## config.mk

```make
export PLATFORM = sky130hd
export DESIGN_NAME = tpv_front
export DESIGN_NICKNAME = d
export VERILOG_FILES = /design/src/tpv_pkg.sv /design/src/tpv_front.sv
export SDC_FILE = /design/constraint.sdc
export NUM_CORES = 1
export LEC_CHECK = 0
export BUFFER_PORTS_ARGS = -buffer_cell sky130_fd_sc_hd__buf_4
export CAP_MARGIN = 5
export CORE_MARGIN = 3
export CORE_UTILIZATION = 36
export DETAILED_ROUTE_END_ITERATION = 8
export MAX_ROUTING_LAYER = met4
export PLACE_DENSITY = 0.91
export SLEW_MARGIN = 20
export SYNTH_ARGS = -nofsm -noshare
export SYNTH_HDL_FRONTEND = slang
export SYNTH_SLANG_ARGS = --single-unit
```

## constraint.sdc

```tcl
create_clock -name clk -period 2.5 [get_ports clk]
set_clock_uncertainty 0.15 [all_clocks]
set_input_delay 0.25 -clock clk [delete_from_list [all_inputs] [get_ports clk]]
set_output_delay 0.25 -clock clk [all_outputs]
set_load 0.01 [all_outputs]
```

## src/tpv_pkg.sv

```systemverilog
`default_nettype none

package tpv_pkg;

  // Default values of the top-level parameters.
  localparam int unsigned MAX_DEPTH_DFLT = 32;
  localparam int unsigned MOVE_BITS_DFLT = 16;

  // Fixed field widths of the transaction ports.
  localparam int unsigned REQ_W   = 2;
  localparam int unsigned PLY_W   = 6;
  localparam int unsigned MOVE_W  = 16;
  localparam int unsigned CFG_W   = 6;
  localparam int unsigned DEPTH_W = 7;

  localparam logic [CFG_W-1:0] CFG_DEPTH_RST = 6'd32;

  // Command queue between the front and the back.
  localparam int unsigned Q_DEPTH = 2;

  // Request codes on the input channel.
  localparam logic [REQ_W-1:0] REQ_SET   = 2'd0;
  localparam logic [REQ_W-1:0] REQ_READ  = 2'd1;
  localparam logic [REQ_W-1:0] REQ_CLEAR = 2'd2;

  typedef enum logic [1:0] {
    OP_SET,
    OP_ERR,
    OP_READ,
    OP_CLEAR
  } tpv_op_t;

  typedef struct packed {
    logic [REQ_W-1:0]  req_type;
    logic [PLY_W-1:0]  ply;
    logic [MOVE_W-1:0] move_code;
  } tpv_in_t;

  typedef struct packed {
    logic [MOVE_W-1:0] move_code_res;
    logic              status;
    logic              last;
  } tpv_out_t;

  typedef struct packed {
    tpv_op_t            op;
    logic [PLY_W-1:0]   ply;
    logic [MOVE_W-1:0]  move;
    logic [DEPTH_W-1:0] depth;
  } tpv_cmd_t;

  typedef struct packed {
    logic full;
    logic empty;
  } tpv_qstat_t;

endpackage

`default_nettype wire

```

## src/tpv_front.sv

```systemverilog
`default_nettype none

module tpv_front import tpv_pkg::*; #(
  parameter int unsigned MAX_DEPTH = MAX_DEPTH_DFLT
) (
  input  wire logic             clk,
  input  wire logic             rst_n,
  input  wire logic             start,
  output      logic             busy,
  input  wire tpv_in_t          in_item,
  input  wire logic             cfg_we,
  input  wire logic [CFG_W-1:0] cfg_wdata,
  input  wire tpv_qstat_t       q_stat,
  input  wire logic             init_busy,
  output      logic             q_push,
  output      tpv_cmd_t         q_cmd
);

  localparam logic [DEPTH_W-1:0] DMAX = DEPTH_W'(MAX_DEPTH);

  logic [CFG_W-1:0]   depth_r;
  logic [DEPTH_W-1:0] eff_depth;
  logic               accept;

  always_ff @(posedge clk) begin
    if (!rst_n) begin
      depth_r <= CFG_DEPTH_RST;
    end else if (cfg_we) begin
      depth_r <= cfg_wdata;
    end
  end

  // The register value is saturated to the range 1..MAX_DEPTH.
  always_comb begin
    eff_depth = {1'b0, depth_r};
    if (depth_r == '0) begin
      eff_depth = DEPTH_W'(1);
    end else if ({1'b0, depth_r} > DMAX) begin
      eff_depth = DMAX;
    end
  end

  assign busy   = q_stat.full | init_busy;
  assign accept = start & ~busy;

  always_comb begin
    q_push      = 1'b0;
    q_cmd.op    = OP_SET;
    q_cmd.ply   = in_item.ply;
    q_cmd.move  = in_item.move_code;
    q_cmd.depth = eff_depth;
    unique case (in_item.req_type)
      REQ_SET: begin
        q_push   = accept;
        q_cmd.op = ({1'b0, in_item.ply} >= eff_depth) ? OP_ERR : OP_SET;
      end
      REQ_READ: begin
        q_push   = accept;
        q_cmd.op = OP_READ;
      end
      REQ_CLEAR: begin
        q_push   = accept;
        q_cmd.op = OP_CLEAR;
      end
      // The unused request code is taken and dropped without a result.
      default: q_push = 1'b0;
    endcase
  end

endmodule

`default_nettype wire

```

**After elaboration in Yosys (flattened, before gate mapping)**

Index checks and enable logic that the tools add are counted.

- Muxes and demuxes: 5
- Shifts and indexed selects: 0
- Equality and inequality tests: 2
- Div/mod/pow operators: 0
- $add $sub $neg: 0
- Multiply operators: 0
- Bitwise gates (word level): 3
- Order comparisons: 2
- Reduce and logical (&&, ||, !) cells: 3

Operators with widths:

| cell | count |
|---|---|
| 2-to-1 mux 6 bit | 2 |
| >= comparator 6 x 7 -> 1 bit | 1 |
| greater-than comparator 6 bit, second input constant | 1 |
| zero test 6 bit | 1 |
| one-hot mux 2 bit (3 select lines) | 1 |
| OR reduction 3 bit | 1 |
| equality test 2 x 1 -> 1 bit, second input constant | 1 |
| equality test 2 bit, second input constant | 1 |
| zero test 2 bit | 1 |
| 2-to-1 mux 1 bit | 2 |
| bitwise AND 1 bit | 1 |
| inverter 1 bit | 1 |
| bitwise OR 1 bit | 1 |

- Register bits after elaboration: 6
- Output and inout bits: 33
- Bits in latches: 0
- Input port bits: 37
- Memories: 0
- Bits in writable memories: 0
- ROM bits: 0

**Longest topological paths before layout**

Gate-level depths: netlist of run 1.

- Word-level depth: 6
- Gate-level depth with buffers: 7
- Gate-level depth less buffers: 7

**Worst setup path after synthesis of run 1**

No wires, ideal clock.

- Path kind: register to output
- Start point: register depth_r[3]
- End point: output q_cmd[29] in the netlist's numbering
- Data required time: 2.100 ns
- Path slack: 0.609 ns
- Arrival: 1.491 ns
- Cell stages (with the launch flop): 8
- Buffers on the path: 0
- Cell sequence: dfxtp_1 nor4_1 nor2_1 nor2_1 ha_1 nand2b_1 a31oi_1 o22ai_1

RTL lines:

| element | RTL line | text |
|---|---|---|
| start, declared | tpv_front.sv:21 | `logic [CFG_W-1:0] depth_r;` |
| start signal, assigned | tpv_front.sv:29 | `depth_r <= cfg_wdata;` |
| end, declared | tpv_front.sv:16 | `output tpv_cmd_t q_cmd` |

==> results.cfg, run 1 <==
[run_status]
status = finished, final reports clean

[final_layout]
largest_register_ffs = 6
finish.utilization = 0.486
top_regs = depth_r: 6 flops
stdcell_area_um2 = 774
drive_above_1_share = 0.424
regMostFlops = depth_r
syn2layout_area_growth_pct = 20.9
diodes = 0
nNetsFinal = 139

[placed_design]
hpwl_um = 1140
port_buffers = 35
gp_congestion = 0.690
place_area_um2 = 752

[sta]
final-setup-viol-count = 0
finalMaxSlewViolations = 0
min_period_ns = 2.31
period_share = 0.924
rsz0062_at_grt = no
fmax_mhz = 433
tns_ns = 0
hold-worst-slack_ns = 0.0801
finalHoldViolCount = 0

[synthesis]
ys_seq_elements = 6
syn_area_per_cell_um2 = 8.11
synthesis.area_um2 = 641
synth_cell_types = 23
seq_area_frac_synth = 0.188
netlist_instances = 79
synth_nets = 124
yosysWarnings = 0

[global_route]
track_usage = 0.115
grt_start_max_net_pins = 8
antenna_found_initial = 0
grt_pass1_wl_um = 1800
overflow = 0
grt_pass1_vias = 454

[worst_hold_path]
min_to = depth_r[5]
hp-start = cfg_wdata[5]
hp-class = in2reg
holdPathStages = 3

[drt]
drtIter0Drc = 3
wl_per_cell_um = 11.0
viasPerCell = 4.37
firstDrtPassIters = 4
drc = 0
drt.antenna.violating_nets = 0
via_count = 507
wl_um = 1280

[setup_path]
required_ns = 2.10
crit_path_end_kind = output pin
crit_type = reg2out
crit-reg2reg-launch = depth_r[5]
arrival_ns = 1.91
r2r_slack_ns = 1.63
reg2reg_depth = 2
rr_endpoint = depth_r[5]
crit_fanout = 3
cp-start-kind = flip-flop

[clock_network]
cts-root-buf = clkbuf_4
cts_sinks = 6
holdBufCountCts = 0
clk_latency_ns = 0.24
tritoncts = done
cts_setup_buffers = 0
htree_levels = 1
cts_buffers = 3
cts_resized = 0
path_clk_slew_ns = 0.05
clock_path_buffers = 2

[power]
p_switching_w = 0.0000783
p_int_w = 0.000212
clockPowerShare = 0.306
power_frac_comb = 0.328
vdd_drop_max_uv = 249
cellPowerDensity_nw_per_um2 = 375
p_leak_nw = 0.443
p_seq_frac = 0.367
swShare = 0.270

[floorplanning]
rows = 14
die_y_um = 48.2
core-area_um2 = 1590
dieArea_um2 = 2320
die_x_um = 48.2
pin_count = 70
start_util = 0.402

[flow_run]
max_cap_viol_count = 0
layout make-up:
cell class | count | area [um2]
Clock buffer | 3 | 22.5
Inverter | 8 | 30.0
Timing Repair Buffer | 35 | 263
Tap cell | 24 | 30.0
Sequential cell | 6 | 120
Fill cell | 151 | 820
Multi-Input combinational cell | 40 | 309
per-stage QoR:
step                setup slack (ns)  std cells  total power (W)
detailed placement             0.402        113         0.000205
global route                  0.0120        116         0.000312
floorplan                      0.609         79         0.000187
finish                         0.191        116         0.000290
global placement               0.453        113         0.000201
CTS                            0.136        116         0.000297
power by group through the flow:
| stage | combinational [W] | sequential, W | clock [W] |
|---|---|---|---|
| floorplan | 0.0000798 | 0.000107 | 0 |
| global placement | 0.0000931 | 0.000108 | 0 |
| detailed placement | 0.0000964 | 0.000108 | 0 |
| CTS | 0.0000967 | 0.000106 | 0.0000939 |
| global route | 0.000107 | 0.000107 | 0.0000986 |
| finish | 0.0000951 | 0.000106 | 0.0000886 |
critical path: stages, from the launching register on:
cell and delay [ns]:
dfxtp_1 0.32, nor4_1 0.31, nor2_1 0.07, nor2_1 0.13, ha_1 0.25, nand2b_1 0.13, a31oi_1 0.19, o22ai_1 0.11
buf_4 0.15
cell usage after synthesis:
cell type | n | area, um2
nor3b_1 | 1 | 7.51
mux2i_1 | 5 | 50.1
ha_1 | 8 | 100
o2111ai_1 | 1 | 8.76
dfxtp_1 | 6 | 120
buf_2 | 1 | 5.00
a21o_1 | 2 | 15.0
o211ai_1 | 1 | 7.51
nor2_1 | 3 | 11.3
and2b_2 | 1 | 8.76
nor2b_1 | 5 | 31.3
conb_1 | 1 | 3.75
nand2b_1 | 1 | 6.26
and2b_1 | 1 | 7.51
o22ai_1 | 1 | 6.26
or2_1 | 1 | 6.26
buf_4 | 23 | 173
clkbuf_1 | 1 | 3.75
a31oi_1 | 1 | 6.26
nand2_1 | 5 | 18.8
inv_1 | 8 | 30.0
nor4_1 | 1 | 6.26
a211oi_1 | 1 | 7.51
routing by layer:
metal | track usage | vias up | share of wire
met4 | 0.0914 | 0 | 0.0078
met3 | 0.0185 | 4 | 0.10
met5 | - | - | 0
met1 | 0.115 | 225 | 0.32
met2 | 0.195 | 21 | 0.57
li1 | - | 257 | -
logic make-up (layout without fill, tap and decap cells):
family                   Yosys count  after routing  share of synthesized area
AO/OA/AOI/OAI                      7              7                     0.0801
adder cells (fa/ha/maj)            8              8                      0.156
buffers and inverters             33             46                      0.330
flip-flops                         6              6                      0.188
multiplexers                       5              5                     0.0781
other                              1              1                    0.00585
AND/OR/NAND/NOR                   19             19                      0.162
placed cells by master, fill, tap and decap left out, types with 2 or more instances in the layout:
cell type,instances
a21o_1,2
nor2_1,3
inv_1,8
nor2b_1,5
dfxtp_1,6
nand2_1,5
mux2i_1,5
buf_4,35
clkbuf_4,3
ha_1,8
worst max path at each step:
stage	from	end	slack [ns]	cells after the start
2_1_floorplan	depth_r[3]	q_cmd[29]	0.61	7
3_3_place_gp	depth_r[3]	q_cmd[29]	0.45	8
3_5_place_dp	depth_r[3]	q_cmd[29]	0.40	8
4_1_cts	depth_r[3]	q_cmd[29]	0.14	8
5_1_grt	depth_r[3]	q_cmd[29]	0.01	8
6_report	depth_r[3]	q_cmd[29]	0.19	8
Note: power is estimated with default switching activity, not from simulation.
==> inputs of run 2 (changes only) <==
- CORE_UTILIZATION: 36 -> 34
- PLACE_DENSITY: 0.91 -> 0.87
- clock period: 2.5 -> 2.6 ns (I/O delays scaled with it)
==> run 2 against run 1 <==
Against the previous run:
- cell count rose by 0.86%
- clock power is 0.9% lower
- non-clock buffer count did not move
- power shrank 2.9%
- global-route usage down 0.19 points
- register-to-register slack gained 0.10 ns
- critical endpoint unchanged
==> results.cfg, run 2 (synthesis gave the netlist of run 1 again) <==
[final_layout]
syn2layout_area_growth_pct = 21.1
layout_common_cells = 35 x buf_4, 8 x inv_1, 8 x ha_1
top_regs = depth_r: 6 flops
drive_above_1_share = 0.424
layout_commonest_cell = buf_4
fill_cells = 174
multiInputGateArea_um2 = 309
diodes = 0
regMostFlops = depth_r
largest_register_ffs = 6
nNetsFinal = 139
final-seq-area_um2 = 120

[drt]
wl_per_cell_um = 10.8
firstDrtPassIters = 4
drt.antenna.violating_nets = 0
drc = 0
top_layer_used = met4
via_count = 518
drt-met1-wl_um = 405
viasPerCell = 4.43
met2_length_um = 692
routed-wl-met3_um = 125
drtIter0Drc = 2
wl_um = 1260

[sta]
min_period_ns = 2.30
period_share = 0.885
fmax_mhz = 434
final-setup-viol-count = 0
tns_ns = 0
hold-worst-slack_ns = 0.0777
finalHoldViolCount = 0
rsz0062_at_grt = no
finalMaxSlewViolations = 0

[floorplanning]
die_y_um = 49.4
die_x_um = 49.4
rows = 15
start_util = 0.367
dieArea_um2 = 2440
core-area_um2 = 1750
pin_count = 70

[clock_network]
holdBufCountCts = 0
cts_sinks = 6
tritoncts = done
cts_buffers = 3
cts_resized = 0
clock_path_buffers = 2
path_clk_slew_ns = 0.05
cts_setup_buffers = 0
cts-root-buf = clkbuf_4
clk_latency_ns = 0.25
htree_levels = 1

[power]
p_seq_frac = 0.364
swShare = 0.276
p_leak_nw = 0.443
total_power_w = 0.000282
p_int_w = 0.000204
clockPowerShare = 0.311
vdd_drop_max_uv = 227
power_frac_comb = 0.324
p_switching_w = 0.0000779
cellPowerDensity_nw_per_um2 = 363

[worst_hold_path]
hp-start = cfg_wdata[5]
min_to = depth_r[5]
hp-class = in2reg
holdPathStages = 3

[setup_path]
crit_path_end_kind = output pin
cp-startpoint = depth_r[3]
cp-start-kind = flip-flop
crit-reg2reg-launch = depth_r[5]
r2r_slack_ns = 1.73
reg2reg_depth = 2
crit_type = reg2out
crit_fanout = 3
required_ns = 2.19
arrival_ns = 1.89
rr_endpoint = depth_r[5]

[flow_run]
max_cap_viol_count = 0

[global_route]
antenna_found_initial = 0
grt_start_max_net_pins = 8
track_usage = 0.113
overflow = 0
grt_pass1_wl_um = 2020
grt_pass1_vias = 527

[placed_design]
hpwl_um = 1090
port_buffers = 35
gp_congestion = 0.711

[run_status]
status = finished, final reports clean
==> run 2: cell counts in the layout (fill, tap and decap cells not counted) <==
Identical to the previous run, type by type.
==> run 2: power by group through the flow <==
stage	registers (W)	clock network [W]	logic [W]
floorplan	0.000103	0	0.0000767
global placement	0.000104	0	0.0000894
detailed placement	0.000104	0	0.0000930
CTS	0.000102	0.0000936	0.0000932
global route	0.000103	0.0000986	0.000102
finish	0.000103	0.0000878	0.0000915
==> run 2: how the worst max path moves through the flow <==
stage,end,slack (ns),cells past startpoint
floorplan,q_cmd[29],0.70,7
global placement,q_cmd[29],0.53,8
detailed placement,q_cmd[29],0.53,8
CTS,q_cmd[29],0.25,8
global route,q_cmd[29],0.05,8
finish,q_cmd[29],0.30,8
==> run 2: stage by stage <==
stage               area [um2]  instances   util  setup WS, ns
finish                     776        117  0.444         0.298
floorplan                  641         79      -         0.699
global placement           753        114  0.432         0.534
CTS                        776        117  0.444         0.251
global route               776        117  0.444        0.0475
detailed placement         753        114  0.432         0.530
==> run 2: final cells by class <==
cell class,count,area share
repair buffers,35,0.339
inverters,8,0.0387
multi-input cells,40,0.398
clock buffers,3,0.0290
flip-flops and latches,6,0.155
well taps,25,0.0403
==> run 2: layer usage <==
layer | GRT usage | vias to the layer above
li1 | - | 257
met2 | 0.201 | 27
met3 | 0.0306 | 6
met4 | 0.111 | 0
met1 | 0.0919 | 228
met5 | - | -
==> run 2: worst max-delay path, cell delays in order (launching register included) <==
cell and delay [ns]:
dfxtp_1 0.32, nor4_1 0.27, nor2_1 0.07, nor2_1 0.12, ha_1 0.24, nand2b_1 0.15
a31oi_1 0.21, o22ai_1 0.11, buf_4 0.15
==> inputs of run 3 (changes only) <==
- ABC_CLOCK_PERIOD_IN_PS: unset -> 2620
- CTS_BUF_LIST: unset -> sky130_fd_sc_hd__clkbuf_16
- clock period: 2.6 -> 2.62 ns (I/O delays scaled with it)
==> run 3 against run 2 <==
Against the previous run:
- wire length unchanged
- count of clock-buffer cells in the layout unchanged
- first-iteration DRC count decreased by 100%
- cell count unchanged
- combinational power barely moved
- sequential cell count stayed put
- via count grew 1.2%
- largest cell class unchanged
==> results.cfg, run 3 (synthesis gave the netlist of run 1 again) <==
[run_status]
status = finished, final reports clean

[clock_network]
tritoncts = done
clk_latency_ns = 0.23
cts_buffers = 3
cts-root-buf = clkbuf_16
clock_path_buffers = 2
cts_sinks = 6
holdBufCountCts = 0
cts_setup_buffers = 0
cts_resized = 0
htree_levels = 1
path_clk_slew_ns = 0.03

[setup_path]
crit_fanout = 3
cp_cell_sequence = nor4_1 > nor2_1 > nor2_1 > ha_1 > nand2b_1 > a31oi_1 > o22ai_1 > buf_4
required_ns = 2.21
cp-start-kind = flip-flop
cp_slowest_cell = dfxtp_1
arrival_ns = 1.90
crit_path_end_kind = output pin
cp_common_cell = nor2_1
critPathTopFamily = simple AND/OR/NAND/NOR gates
cp_num_buf_inv = 1
reg2reg_depth = 2
r2r_slack_ns = 1.75
crit_type = reg2out
cpPeakStageDelay_ns = 0.32
crit_cells = 8

[drt]
wl_per_cell_um = 10.8
firstDrtPassIters = 1
wl_um = 1260
via_count = 524
viasPerCell = 4.48
drtIter0Drc = 0
drc = 0
drt.antenna.violating_nets = 0

[floorplanning]
pin_count = 70
die_y_um = 49.4
dieArea_um2 = 2440
rows = 15
die_x_um = 49.4
start_util = 0.367
core-area_um2 = 1750

[global_route]
overflow = 0
antenna_found_initial = 0
grt_pass1_vias = 547
grt_start_max_net_pins = 8
track_usage = 0.112
grt_pass1_wl_um = 2100

[flow_run]
max_cap_viol_count = 0

[power]
vdd_drop_max_uv = 453
cellPowerDensity_nw_per_um2 = 530
p_leak_nw = 0.467

[final_layout]
largest_register_ffs = 6
layout_common_cells = 35 x buf_4, 8 x inv_1, 8 x ha_1
nNetsFinal = 139
syn2layout_area_growth_pct = 29.3
top_regs = depth_r: 6 flops
drive_above_1_share = 0.424
regMostFlops = depth_r
layout_commonest_cell = buf_4
diodes = 0

[sta]
finalHoldViolCount = 0
final-setup-viol-count = 0
min_period_ns = 2.31
rsz0062_at_grt = no
period_share = 0.882
finalMaxSlewViolations = 0
fmax_mhz = 433
tns_ns = 0
setup_slack_ns = 0.310

[worst_hold_path]
holdPathStages = 3
hp-class = in2reg

[placed_design]
hpwl_um = 1090
place_ws_ns = 0.496
gp_congestion = 0.711
port_buffers = 35
[run 3: through the flow]
step	total power (W)	cell area, um2	cells	hold WS [ns]	utilization
after global routing	0.000457	828	117	0.141	0.475
after CTS	0.000443	828	117	0.111	0.475
after floorplan	0.000178	641	79	0.211	-
after detailed placement	0.000195	753	114	0.340	0.432
final	0.000439	828	117	0.110	0.475
after global placement	0.000191	753	114	0.334	0.432
[run 3: final timing paths]
check                    start         end
hold / removal    cfg_wdata[5]  depth_r[5]
setup reg to reg    depth_r[5]  depth_r[5]
hold reg to reg     depth_r[0]  depth_r[0]
setup / recovery    depth_r[3]   q_cmd[29]
[run 3: cell type report]
| type | count | area [um2] |
|---|---|---|
| Clock buffer | 3 | 75.1 |
| Timing Repair Buffer | 35 | 263 |
| Multi-Input combinational cell | 40 | 309 |
| Fill cell | 164 | 917 |
| Tap cell | 25 | 31.3 |
| Inverter | 8 | 30.0 |
| Sequential cell | 6 | 120 |
[run 3: metal layers]
layer / part of all wire / up-vias / global-route usage
li1: - / 259 / -
met1: 0.34 / 237 / 0.101
met2: 0.54 / 23 / 0.201
met3: 0.095 / 5 / 0.0275
met4: 0.019 / 0 / 0.0829
met5: 0 / - / -
[run 3: report_power, final]
group,total [W],switching [W],internal [W]
registers,0.000102,0.00000430,0.0000977
clock network,0.000246,0.0000501,0.000196
logic,0.0000913,0.0000380,0.0000532
[run 3: worst min-delay path, stage by stage]
cell      delay (ns)
buf_4           0.08
nand2_1         0.04
o211ai_1        0.06
