==> src/tpv_pkg.sv <==
`default_nettype none

package tpv_pkg;

  // Default values of the top-level parameters.
  localparam int unsigned MAX_DEPTH_DFLT = 32;
  localparam int unsigned MOVE_BITS_DFLT = 16;

  // Fixed field widths of the transaction ports.
  localparam int unsigned REQ_W   = 2;
  localparam int unsigned PLY_W   = 6;
  localparam int unsigned MOVE_W  = 16;
  localparam int unsigned CFG_W   = 6;
  localparam int unsigned DEPTH_W = 7;

  localparam logic [CFG_W-1:0] CFG_DEPTH_RST = 6'd32;

  // Command queue between the front and the back.
  localparam int unsigned Q_DEPTH = 2;

  // Request codes on the input channel.
  localparam logic [REQ_W-1:0] REQ_SET   = 2'd0;
  localparam logic [REQ_W-1:0] REQ_READ  = 2'd1;
  localparam logic [REQ_W-1:0] REQ_CLEAR = 2'd2;

  typedef enum logic [1:0] {
    OP_SET,
    OP_ERR,
    OP_READ,
    OP_CLEAR
  } tpv_op_t;

  typedef struct packed {
    logic [REQ_W-1:0]  req_type;
    logic [PLY_W-1:0]  ply;
    logic [MOVE_W-1:0] move_code;
  } tpv_in_t;

  typedef struct packed {
    logic [MOVE_W-1:0] move_code_res;
    logic              status;
    logic              last;
  } tpv_out_t;

  typedef struct packed {
    tpv_op_t            op;
    logic [PLY_W-1:0]   ply;
    logic [MOVE_W-1:0]  move;
    logic [DEPTH_W-1:0] depth;
  } tpv_cmd_t;

  typedef struct packed {
    logic full;
    logic empty;
  } tpv_qstat_t;

endpackage

`default_nettype wire

==> src/tpv_cmd_fifo.sv <==
`default_nettype none

module tpv_cmd_fifo import tpv_pkg::*; (
  input  wire logic       clk,
  input  wire logic       rst_n,
  input  wire logic       push,
  input  wire tpv_cmd_t   push_cmd,
  input  wire logic       pop,
  output      tpv_cmd_t   head_cmd,
  output      tpv_qstat_t stat
);

  localparam int unsigned QP_W = (Q_DEPTH > 1) ? $clog2(Q_DEPTH) : 1;
  localparam int unsigned QC_W = $clog2(Q_DEPTH + 1);

  tpv_cmd_t        slots_r [Q_DEPTH];
  logic [QP_W-1:0] wptr_r, wptr_nxt;
  logic [QP_W-1:0] rptr_r, rptr_nxt;
  logic [QC_W-1:0] count_r, count_nxt;
  logic            do_push, do_pop;

  assign stat.full  = (count_r == QC_W'(Q_DEPTH));
  assign stat.empty = (count_r == '0);
  assign do_push    = push & ~stat.full;
  assign do_pop     = pop & ~stat.empty;
  assign head_cmd   = slots_r[rptr_r];

  always_comb begin
    wptr_nxt  = wptr_r;
    rptr_nxt  = rptr_r;
    count_nxt = count_r;
    if (do_push) begin
      wptr_nxt = (wptr_r == QP_W'(Q_DEPTH - 1)) ? '0 : QP_W'(wptr_r + 1'b1);
    end
    if (do_pop) begin
      rptr_nxt = (rptr_r == QP_W'(Q_DEPTH - 1)) ? '0 : QP_W'(rptr_r + 1'b1);
    end
    if (do_push && !do_pop) begin
      count_nxt = QC_W'(count_r + 1'b1);
    end else if (do_pop && !do_push) begin
      count_nxt = QC_W'(count_r - 1'b1);
    end
  end

  always_ff @(posedge clk) begin
    if (do_push) begin
      slots_r[wptr_r] <= push_cmd;
    end
    if (!rst_n) begin
      wptr_r  <= '0;
      rptr_r  <= '0;
      count_r <= '0;
    end else begin
      wptr_r  <= wptr_nxt;
      rptr_r  <= rptr_nxt;
      count_r <= count_nxt;
    end
  end

endmodule

`default_nettype wire

==> config.mk <==
export PLATFORM = sky130hd
export DESIGN_NAME = tpv_cmd_fifo
export DESIGN_NICKNAME = d
export VERILOG_FILES = /design/src/tpv_pkg.sv /design/src/tpv_cmd_fifo.sv
export SDC_FILE = /design/constraint.sdc
export NUM_CORES = 1
export LEC_CHECK = 0
export BUFFER_PORTS_ARGS = -buffer_cell sky130_fd_sc_hd__buf_4
export CAP_MARGIN = 20
export CORE_ASPECT_RATIO = 1.4
export CORE_MARGIN = 10
export CORE_UTILIZATION = 51
export CTS_BUF_LIST = sky130_fd_sc_hd__clkbuf_16
export DETAILED_ROUTE_END_ITERATION = 10
export PLACE_DENSITY_LB_ADDON = 0.12
export SETUP_SLACK_MARGIN = 0.02
export SLEW_MARGIN = 20
export SYNTH_ARGS = -nofsm -noshare
export SYNTH_HDL_FRONTEND = slang
export SYNTH_SLANG_ARGS = --single-unit
export TNS_END_PERCENT = 5
==> constraint.sdc <==
create_clock -name clk -period 3.08 [get_ports clk]
set_input_delay 0.154 -clock clk [delete_from_list [all_inputs] [get_ports clk]]
set_output_delay 0.154 -clock clk [all_outputs]
set_load 0.005 [all_outputs]
Word level (Yosys, flattened, before mapping):

Memories as Yosys holds them, arrays and structs flattened. A register that Yosys moved wholly into a read port is not among the register bits.
Cells that the tools add are included.

* multiplexer cells: 8
* add/subtract/negate cells: 4
* equal/unequal tests: 1
* bitwise gates (word level): 4
* reduce and logical (&&, ||, !) cells: 6

Operators with widths (number)
* 1-bit 2-to-1 mux: 6
* 2-bit 2-to-1 mux: 2
* 1-bit adder, second input constant: 2
* 2-bit by 1-bit adder with 2-bit output, second input constant: 1
* 1-bit bitwise AND: 2
* 2-bit equality test, second input constant: 1
* 1-bit logical AND: 2
* 1-bit zero test: 2
* 2-bit zero test: 1
* 1-bit NOT: 2
* 2-bit nonzero test: 1
* 2-bit by 1-bit subtractor with 2-bit output, second input constant: 1

* logic and storage cells: 27
* bits in registers: 4
* input port bits: 35
* output and inout bits: 33
* memories kept: 1
* RAM bits: 62

Memories
* slots_r: depth 2, bits a word 31, rd ports 1, clocked after Yosys merged registers in 1, write ports 1, line tpv_cmd_fifo.sv:16 `tpv_cmd_t slots_r [Q_DEPTH];`

Longest topological paths before layout:

Gate-level depths: netlist of the first run.

* word-level depth: 7
* mapped depth: 7
* mapped depth without buffers: 7

Least setup slack after synthesis of the first run:

No wires, ideal clock.

* kind: reg-to-reg
* from: reg count_r[0]
* to: mem slots_r[0][0] (netlist bit) (enable)
* period minus slack after synthesis: 2.259 ns
* setup time: 0.416 ns
* buffers on the path: 0
* path slack: 0.821 ns
* arrival time: 1.843 ns
* cell stages (with the launch flop): 4
* data required time: 2.664 ns
* cell sequence: dfxtp_1 nand2b_1 inv_2 nor3_2

RTL lines
* start: declaration: line tpv_cmd_fifo.sv:19 `logic [QC_W-1:0] count_r, count_nxt;`
* start signal: assignment: line tpv_cmd_fifo.sv:56 `count_r <= count_nxt;`
* end: declaration: line tpv_cmd_fifo.sv:16

==> run metrics, run 1 <==
cell area after synthesis=~2500 sq um; Req. time, crit path=2.93 ns; Bufs on Longest Clock Path=2; Die Y=102 um; routed vias=1326; most frequent cells in the layout=buf_4, edfxtp_1, mux2_2; outcome=finished clean; Routed Antenna Nets=0; Starting Density=roughly 53%; DP HPWL=between 3000 and 4000 um; vias per inst=around 5; R2R Path End=slots_r[1][16]$_DFFE_PP_; Core ar.=4610 sq um; Final setup viols=0; Pre-antenna DRT Iters=4; total CTS buffers=9; final non-filler cell total=between 200 and 300; hold path cells=1; worst-path maximum fanout=17; commonest non-fill, non-tap cell in the layout=buf_4; H-tree Lvls=3; Critical Path AT=1.91 ns; worst hold path class=in2reg; Final Worst Setup Slack=slightly above 1 ns; startpoint types=register; relative slew slack=59.1%; post-route cell area=around 3300 sq um; Routed WL=4550 um; RSZ-0062 raised after global routing=false; Ant. Diodes=0; Setup Buffers After CTS=0; clock tree from TritonCTS=done; GRT met3 Usage=approximately 6.0%; crit end category=primary output; Max Cap Viol=0; Clock Sinks=67; die width=a little under 80 um; met2 Use GR=between 10% and 20%; register area=roughly 2000 sq um; die area=roughly 8000 sq um; GRT met1 Usage=about an eighth; area of the multi-input gates=between 400 and 500 sq um; initial antenna violation count=0; instance count of the mapped netlist=between 100 and 150; largest net degree at the start of global routing=33; GR Overflow Total=0; final worst path period need=2.06 ns; Period Utilization, post-route=67.0%; power per cell area=~840 nW/um^2; Unique masters post-synth=20; DRT iter0 DRCs=47; Placed Area=approximately 3100 sq um; Yosys reg bits=between 60 and 70; area grow syn2layout=35.7%; placed cells=approximately 250; CTS resizes=0; Crit Path Category=reg2out; syn_area_per_cell=between 20 and 25 sq um; # hold bufs at CTS=0; Hold Path Sink=slots_r[1][9]$_DFFE_PP_; detailed-route DRC error count=0; layout cell share with drive strength beyond 1=56.4%; TNS Setup=0 ns; RD Place Congestion=approximately 0.7; Yosys warning count=0; nets@finish=approximately 240; synth top area cells=edfxtp_1, mux2_2, dfxtp_1, and2_1, xnor2_1; I/O Pins=68; VDD IR-drop max=0.714 mV; GRT Overall Usage=11.8%; CTS root buf=clkbuf_16; DR WL/cell=17.1 um; Max Freq=between 400 and 500 MHz; I/O Buffers=67; Setup Skew=just under 0.005 ns; Yosys top cell by area=edfxtp_1; Worst-Skew Late Latency=about 0.32 ns; Top Usage Layer GRT=met2; Min-Delay Startpoint=push_cmd[9]; final slew viol count=0; Hold Violations, Final=0; Pleak=about 0.0013 uW; post-synth top area share=about three quarters; Reg2Reg Launch Point=count_r[0]$_SDFFE_PN0P_; pre-CTS setup slack=1.32 ns; Reg2Reg Depth=3; flop2flop setup slack=around 1.4 ns; slew at the pin closest to its max-slew limit=between 0.6 and 0.7 ns; sequential fraction of the synthesis area=approximately four fifths; Rows=29; post-synth net total=~160; vias in the first global route=1437; Fillers=about 300; first-pass GRT wire length=between 7000 and 8000 um; clk slew on worst S/H paths=roughly 0.05 ns
## kinds of logic after synthesis
logic type / share of synthesized area, %
xor gates and xnor gates: 1.07
buffers and inverters: 0.915
and+or+nand+nor: 2.24
muxes: 14.2
AOI/OAI and AO/OA: 1.32
adders and majority gates: 0.509
DFF: 79.8
## report_power, final
part           total, uW  leakage, uW  switching (uW)  internal, uW
combinational        672     0.000518             277           395
sequential          1210     0.000620            64.0          1150
clock                920     0.000143             314           606
## metal layers
metal	up-vias	wire length, um
met5	-	0
met1	632	1680
li1	626	-
met4	0	86
met2	57	2380
met3	11	405
## critical path: stages, from the launching register on
cell and delay (ns):
dfxtp_1 0.70, buf_4 0.36, mux2_2 0.38, buf_4 0.14
## state kept, by name (all words and copies together) (netlist names), named ones only
| name | flops |
|---|---|
| count_r | 2 |
| wptr_r | 1 |
| rptr_r | 1 |
| slots_r | 62 |
## worst max path at each step
stage	startpoint	to	slack [ns]	cells past startpoint
global route	register	head_cmd[23]	0.90	3
global placement	register	head_cmd[29]	1.34	3
CTS	register	head_cmd[7]	0.96	3
finish	register	head_cmd[7]	1.02	3
floorplan	count_r[0]$_SDFFE_PN0P_	slots_r[0][0]$_DFFE_PP_	0.82	3
detailed placement	register	head_cmd[7]	1.32	3
## metrics by stage
step | hold WS [ns] | util (%) | total power, uW
3_5_place_dp | 0.342 | 66.4 | 1920
5_1_grt | 0.00499 | 72.4 | 2950
6_report | 0.0187 | 72.4 | 2810
4_1_cts | 0.00653 | 72.4 | 2860
2_1_floorplan | 0.253 | - | 1560
3_3_place_gp | 0.339 | 66.4 | 1900
## cells in the mapped netlist
master	n
and2_1	3
mux2_2	31
nor3_2	1
edfxtp_1	62
nor2_1	2
nand2b_1	1
o21ai_1	1
o21ai_0	1
or3_1	1
inv_2	1
a21boi_0	1
a21boi_1	1
o21a_1	1
buf_2	3
xor2_1	1
inv_1	1
xnor2_1	2
and3_1	1
ha_1	1
dfxtp_1	5
## cell type report
cell class                 instances  area share (%)
multi-input combinational         49            14.4
timing repair buffer              71            16.0
tap                               62            2.32
inverter                           2           0.225
clock inverter                     6            1.50
clock buffer                       9            6.75
sequential                        67            58.8
(Power assumes the default switching activity.)
==> run 2, diff against run 1 <==
- CORE_UTILIZATION: 51 -> 46
- clock period: 3.08 -> 1.7 ns (I/O delays scaled with it)
==> run metrics, run 2 (synthesis results as in run 1) <==
largest net degree at the start of global routing=17 (was 33); Starting Density=47.3% (was 53.4%); commonest non-fill, non-tap cell in the layout=buf_4 (unchanged); DR WL/cell=17.2 um (was 17.1 um); worst-path maximum fanout=5 (was 17); Worst-Skew Late Latency=0.32 ns (about the same); die area=8710 sq um (was 8040 sq um); vias per inst=4.77 (was 4.98); Crit Path Category=reg2reg (was reg2out); placed cells=257 (was 251); VDD IR-drop max=0.839 mV (was 0.714 mV); startpoint types=register (unchanged); Ant. Diodes=0 (unchanged); final slew viol count=0 (unchanged); Pleak=0.00142 uW (was 0.00128 uW); RD Place Congestion=0.715 (was 0.712); Buf/Inv on CP=1 (was 2); Final Worst Setup Slack=0.146 ns (was 1.02 ns); GRT Overall Usage=12.8% (was 11.8%); Critical Path AT=1.81 ns (was 1.91 ns); critical path's largest stage delay=0.43 ns (was 0.70 ns); RSZ-0062 raised after global routing=false (unchanged); most frequent cells in the layout=buf_4, edfxtp_1, mux2_2, dlygate4sd3_1, clkbuf_16 (was buf_4, edfxtp_1, mux2_2); Core ar.=5200 sq um (was 4610 sq um); Setup Buffers After CTS=0 (unchanged); Largest register FFs=62 (unchanged); Hold Violations, Final=0 (unchanged); clk slew on worst S/H paths=0.05 ns (about the same); Top delay family on crit path=simple AND/OR/NAND/NOR gates (was flip-flops); DRT iter0 DRCs=74 (was 47); Routed Antenna Nets=0 (unchanged); Period Utilization, post-route=91.4%; Req. time, crit path=1.95 ns (was 2.93 ns); total CTS buffers=9 (unchanged); pre-CTS setup slack=0.160 ns (was 1.32 ns); die width=81.8 um (was 78.7 um); power per cell area=1400 nW/um^2 (was 841 nW/um^2); R2R Path End=count_r[1]$_SDFFE_PN0P_ (was slots_r[1][16]$_DFFE_PP_); routed vias=1446 (was 1326); layout cell share with drive strength beyond 1=50.6% (was 56.4%); Final setup viols=0 (unchanged); Reg2Reg Launch Point=count_r[1]$_SDFFE_PN0P_ (was count_r[0]$_SDFFE_PN0P_); Bufs on Longest Clock Path=2 (unchanged); nets@finish=269 (was 236); Setup Skew=0.00330 ns (was 0.00484 ns); first-pass GRT wire length=8250 um (was 7070 um); Reg2Reg Depth=7 (was 3); DP HPWL=3540 um (was 3360 um); outcome=finished clean (unchanged); hold path cells=2 (was 1); Pre-antenna DRT Iters=4 (unchanged); Die Y=107 um (was 102 um); final worst path period need=1.55 ns; H-tree Lvls=3 (unchanged); # hold bufs at CTS=31 (was 0); Min-Delay Startpoint=rst_n (was push_cmd[9]); Max Cap Viol=0 (unchanged); crit end category=register (was primary output); initial antenna violation count=0 (unchanged); area grow syn2layout=48.6% (was 35.7%); worst hold path class=in2reg (unchanged); CTS resizes=0 (unchanged); Clock Sinks=67 (unchanged); Worst path slowest cell=dfxtp_1 (unchanged); flop2flop setup slack=0.15 ns (was 1.35 ns); vias in the first global route=1628 (was 1437); GR Overflow Total=0 (unchanged); detailed-route DRC error count=0 (unchanged); Rows=31 (was 29); biggest registers after layout=slots_r: 62 flops, count_r: 2 flops (unchanged); relative slew slack=81.9% (was 59.1%); worst path cell trace=nand2b_4, inv_4, nor2_1, ha_1, xor2_1, or3_1, a21boi_1 (was buf_4, mux2_2, buf_4); I/O Pins=68 (unchanged); final non-filler cell total=303 (was 266); Biggest register=slots_r (unchanged); CTS root buf=clkbuf_16 (unchanged); slew at the pin closest to its max-slew limit=0.270 ns (was 0.613 ns); Routed WL=5220 um (was 4550 um); I/O Buffers=67 (unchanged); clock tree from TritonCTS=done (unchanged); Max Freq=~640 MHz
-- run 2: final cells by class --
| class | count | area (sq um) |
|---|---|---|
| fill | 351 | 1540 |
| multi-input combinational | 49 | 489 |
| clock buffer | 9 | 225 |
| tap | 66 | 82.6 |
| inverter | 2 | 10.0 |
| timing repair buffer | 104 | 858 |
| sequential | 67 | 1960 |
| clock inverter | 6 | 26.3 |
-- run 2: metrics by stage --
step	util [%]	total power (uW)	TNS, ns	hold WS, ns	area [sq um]
after floorplan	-	2870	-2.30	0.184	2480
after global placement	59.5	3490	0	0.270	3090
after detailed placement	59.5	3550	0	0.273	3090
after CTS	70.3	5170	0	0.00107	3650
after global routing	70.3	5360	0	0.0135	3650
final	70.3	5100	0	0.00630	3650
-- run 2: power breakdown --
| part | total [uW] | switching (uW) | internal (uW) |
|---|---|---|---|
| combinational | 1380 | 581 | 798 |
| sequential | 2170 | 88.1 | 2080 |
| clock | 1550 | 599 | 951 |
-- run 2: per-layer routing --
layer  wire length [um]  global-route usage [%]
met1               1920                    13.6
met2               2810                    20.9
met3                375                    4.81
met4                117                    7.68
met5                  0                       0
-- run 2: worst max path at each step --
stage / from / endpoint / cells past startpoint
after global placement: count_r[0]$_SDFFE_PN0P_ / count_r[1]$_SDFFE_PN0P_ / 6
after global routing: count_r[1]$_SDFFE_PN0P_ / count_r[1]$_SDFFE_PN0P_ / 7
final: count_r[1]$_SDFFE_PN0P_ / count_r[1]$_SDFFE_PN0P_ / 7
after CTS: count_r[1]$_SDFFE_PN0P_ / count_r[1]$_SDFFE_PN0P_ / 7
after floorplan: count_r[0]$_SDFFE_PN0P_ / slots_r[0][0]$_DFFE_PP_ / 3
after detailed placement: count_r[1]$_SDFFE_PN0P_ / count_r[1]$_SDFFE_PN0P_ / 7
-- run 2: worst reg2reg max path: stages (launching register included) --
cell,delay [ns]
dfxtp_1,0.43
nand2b_4,0.09
inv_4,0.07
nor2_1,0.05
ha_1,0.22
xor2_1,0.16
or3_1,0.32
a21boi_1,0.14
==> run 3, diff against run 2 <==
- ABC_AREA: not set -> 1
==> run metrics, run 3 <==
Bufs on Longest Clock Path=2 (unchanged); Req. time, crit path=1.91 ns (was 1.95 ns); Worst-Skew Late Latency=0.32 ns (about the same); post-synth net total=170 (was 157); slew at the pin closest to its max-slew limit=0.273 ns (was 0.270 ns); Worst path slowest cell=dfxtp_1 (unchanged); instance count of the mapped netlist=134 (was 121); Yosys warning count=0 (unchanged); Final Worst Setup Slack=0.205 ns (was 0.146 ns); sequential fraction of the synthesis area=78.6% (was 79.8%); Fillers=374 (was 351); Critical path origin=count_r[0]$_SDFFE_PN0P_ (was count_r[1]$_SDFFE_PN0P_); biggest registers after layout=slots_r: 62 flops, count_r: 2 flops (unchanged); I/O Buffers=67 (unchanged); Buf/Inv on CP=2 (was 1); total CTS buffers=9 (unchanged); final worst path period need=1.49 ns (was 1.55 ns); H-tree Lvls=3 (unchanged); RD Place Congestion=0.698 (was 0.715); cell area after synthesis=2500 sq um (was 2460 sq um); largest net degree at the start of global routing=18 (was 17); worst path cell trace=nor2_2, nor2_2, inv_1, ha_1, inv_1, nand4_1, nand2_1, nor2_1 (was nand2b_4, inv_4, nor2_1, ha_1, xor2_1, or3_1, a21boi_1); GRT Overall Usage=12.1% (was 12.8%); Largest register FFs=62 (unchanged); RSZ-0062 raised after global routing=false (unchanged); GR Overflow Total=0 (unchanged); post-route cell area=3720 sq um (was 3650 sq um); clock tree from TritonCTS=done (unchanged); placed cells=270 (was 257); critical path's largest stage delay=0.47 ns (was 0.43 ns); clk slew on worst S/H paths=0.05 ns (about the same); worst hold path class=in2reg (unchanged); Critical Path AT=1.71 ns (was 1.81 ns); commonest non-fill, non-tap cell in the layout=buf_4 (unchanged); VDD IR-drop max=1.04 mV (was 0.839 mV); syn_area_per_cell=18.6 sq um (was 20.3 sq um); Clock Sinks=67 (unchanged); Max Cap Viol=0 (unchanged); worst-path maximum fanout=5 (unchanged); layout cell share with drive strength beyond 1=49.2% (was 50.6%); pre-CTS setup slack=0.103 ns (was 0.160 ns); Min-Delay Startpoint=rst_n (unchanged); most common cell in the netlist=edfxtp_1 (unchanged); Final Util=71.0% (was 70.3%); final slew viol count=0 (unchanged); DP HPWL=3490 um (was 3540 um); Pleak=0.00146 uW (was 0.00142 uW); Ant. Diodes=0 (unchanged); Final setup viols=0 (unchanged); Top delay family on crit path=flip-flops (was simple AND/OR/NAND/NOR gates); initial antenna violation count=0 (unchanged); Core ar.=5240 sq um (was 5200 sq um); Top FF cell, synth=edfxtp_1 (unchanged); Starting Density=47.7% (was 47.3%); DR WL/cell=15.8 um (was 17.2 um); Period Utilization, post-route=87.9% (was 91.4%); Routed WL=5020 um (was 5220 um); post-synth top area share=74.5% (was 75.7%); synth top area cells=edfxtp_1, mux2_2, dfxtp_1, nor2_1, buf_6 (was edfxtp_1, mux2_2, dfxtp_1, and2_1, xnor2_1); vias per inst=4.69 (was 4.77); first-pass GRT wire length=8000 um (was 8250 um); startpoint types=register (unchanged); Setup Skew=0.00316 ns (was 0.00330 ns); power per cell area=1390 nW/um^2 (was 1400 nW/um^2); Commonest cells post-synth=edfxtp_1, mux2_2, nor2_1, inv_1 (was edfxtp_1, mux2_2, dfxtp_1, and2_1, buf_2); Pre-antenna DRT Iters=4 (unchanged); Unique masters post-synth=16 (was 20); Yosys top cell by area=edfxtp_1 (unchanged); routed vias=1493 (was 1446); die width=82.3 um (was 81.8 um); most frequent cells in the layout=buf_4, edfxtp_1, mux2_2, dlygate4sd3_1, inv_1 (was buf_4, edfxtp_1, mux2_2, dlygate4sd3_1, clkbuf_16); DRT iter0 DRCs=96 (was 74); Placed Area=3110 sq um (was 3090 sq um); Crit Path Category=reg2reg (unchanged); number of synthesized flops with an enable pin=62 (unchanged); area grow syn2layout=48.8% (was 48.6%); TNS Setup=0 ns (unchanged); outcome=finished clean (unchanged); Synth async-reset ratio=0% (unchanged); Die Y=107 um (about the same); Hold Violations, Final=0 (unchanged); Max Freq=669 MHz (was 644 MHz); relative slew slack=81.7% (was 81.9%); detailed-route DRC error count=0 (unchanged); CTS root buf=clkbuf_16 (unchanged); final non-filler cell total=318 (was 303); I/O Pins=68 (unchanged); Yosys reg bits=67 (unchanged); Biggest register=slots_r (unchanged); nets@finish=284 (was 269); vias in the first global route=1709 (was 1628); Reg2Reg Launch Point=count_r[0]$_SDFFE_PN0P_ (was count_r[1]$_SDFFE_PN0P_); Routed Antenna Nets=0 (unchanged); crit end category=register (unchanged); die area=8820 sq um (was 8710 sq um); flop2flop setup slack=0.21 ns (was 0.15 ns); Rows=31 (unchanged)
run 3: changes by cell type after synthesis, sizes merged, moves of 2 or more:
cell	before	now
a21boi	2	0
and2	3	0
nor2	2	11
nand2	0	6
xnor2	2	0
inv	2	9
run 3: cells by family after synthesis:
kind of cell	Yosys count	share of synthesized area, %
DFF	67	78.6
muxes	31	14.0
and+or+nand+nor	19	3.31
buffers and inverters	12	2.71
AOI/OAI and AO/OA	4	0.952
adders and majority gates	1	0.501
run 3: layer usage:
| layer | GRT usage [%] | share of wire [%] | vias to the layer above |
|---|---|---|---|
| li1 | - | - | 726 |
| met1 | 12.4 | 35 | 713 |
| met2 | 20.5 | 55 | 43 |
| met3 | 4.26 | 7.3 | 11 |
| met4 | 6.46 | 2.3 | 0 |
| met5 | 0 | 0 | - |
run 3: power breakdown:
group | leakage, uW | internal [uW] | total [uW] | switching, uW
sequential | 0.000620 | 2090 | 2180 | 85.2
combinational | 0.000698 | 709 | 1290 | 583
clock | 0.000143 | 1100 | 1680 | 583
total | 0.00146 | 3900 | 5150 | 1250
run 3: cell type report:
class	instances	area [sq um]	area share, %
clock inverter	6	50.0	1.35
clock buffer	9	225	6.06
multi-input combinational	55	490	13.2
timing repair buffer	106	873	23.5
tap	66	82.6	2.22
inverter	9	33.8	0.909
sequential	67	1960	52.8
run 3: stage by stage:
stage | hold WS [ns] | total power [uW]
after floorplan | 0.184 | 2830
after global placement | 0.270 | 3370
after detailed placement | 0.274 | 3430
after CTS | 0.0173 | 5180
after global routing | 0.0481 | 5420
final | 0.0279 | 5150
run 3: path summary, 6_finish.rpt:
check	endpoint	cells past startpoint
setup / recovery	count_r[1]$_SDFFE_PN0P_	8
hold / removal	count_r[1]$_SDFFE_PN0P_	3
setup reg to reg	count_r[1]$_SDFFE_PN0P_	8
hold reg to reg	rptr_r$_SDFFE_PN0P_	2
run 3: timing repair:
| action | 4_1_cts | 5_1_grt |
|---|---|---|
| setup buffers | 0 | 2 |
| hold endpoints to repair | 62 | 0 |
| resized for setup | 0 | 1 |
| hold buffers | 31 | 0 |
| endpoints found under the setup margin | 0 | 2 |
run 3: worst min-delay path, cell delays in order:
cell	delay, ns
buf_4	0.10
nand2_1	0.05
nor2_1	0.07
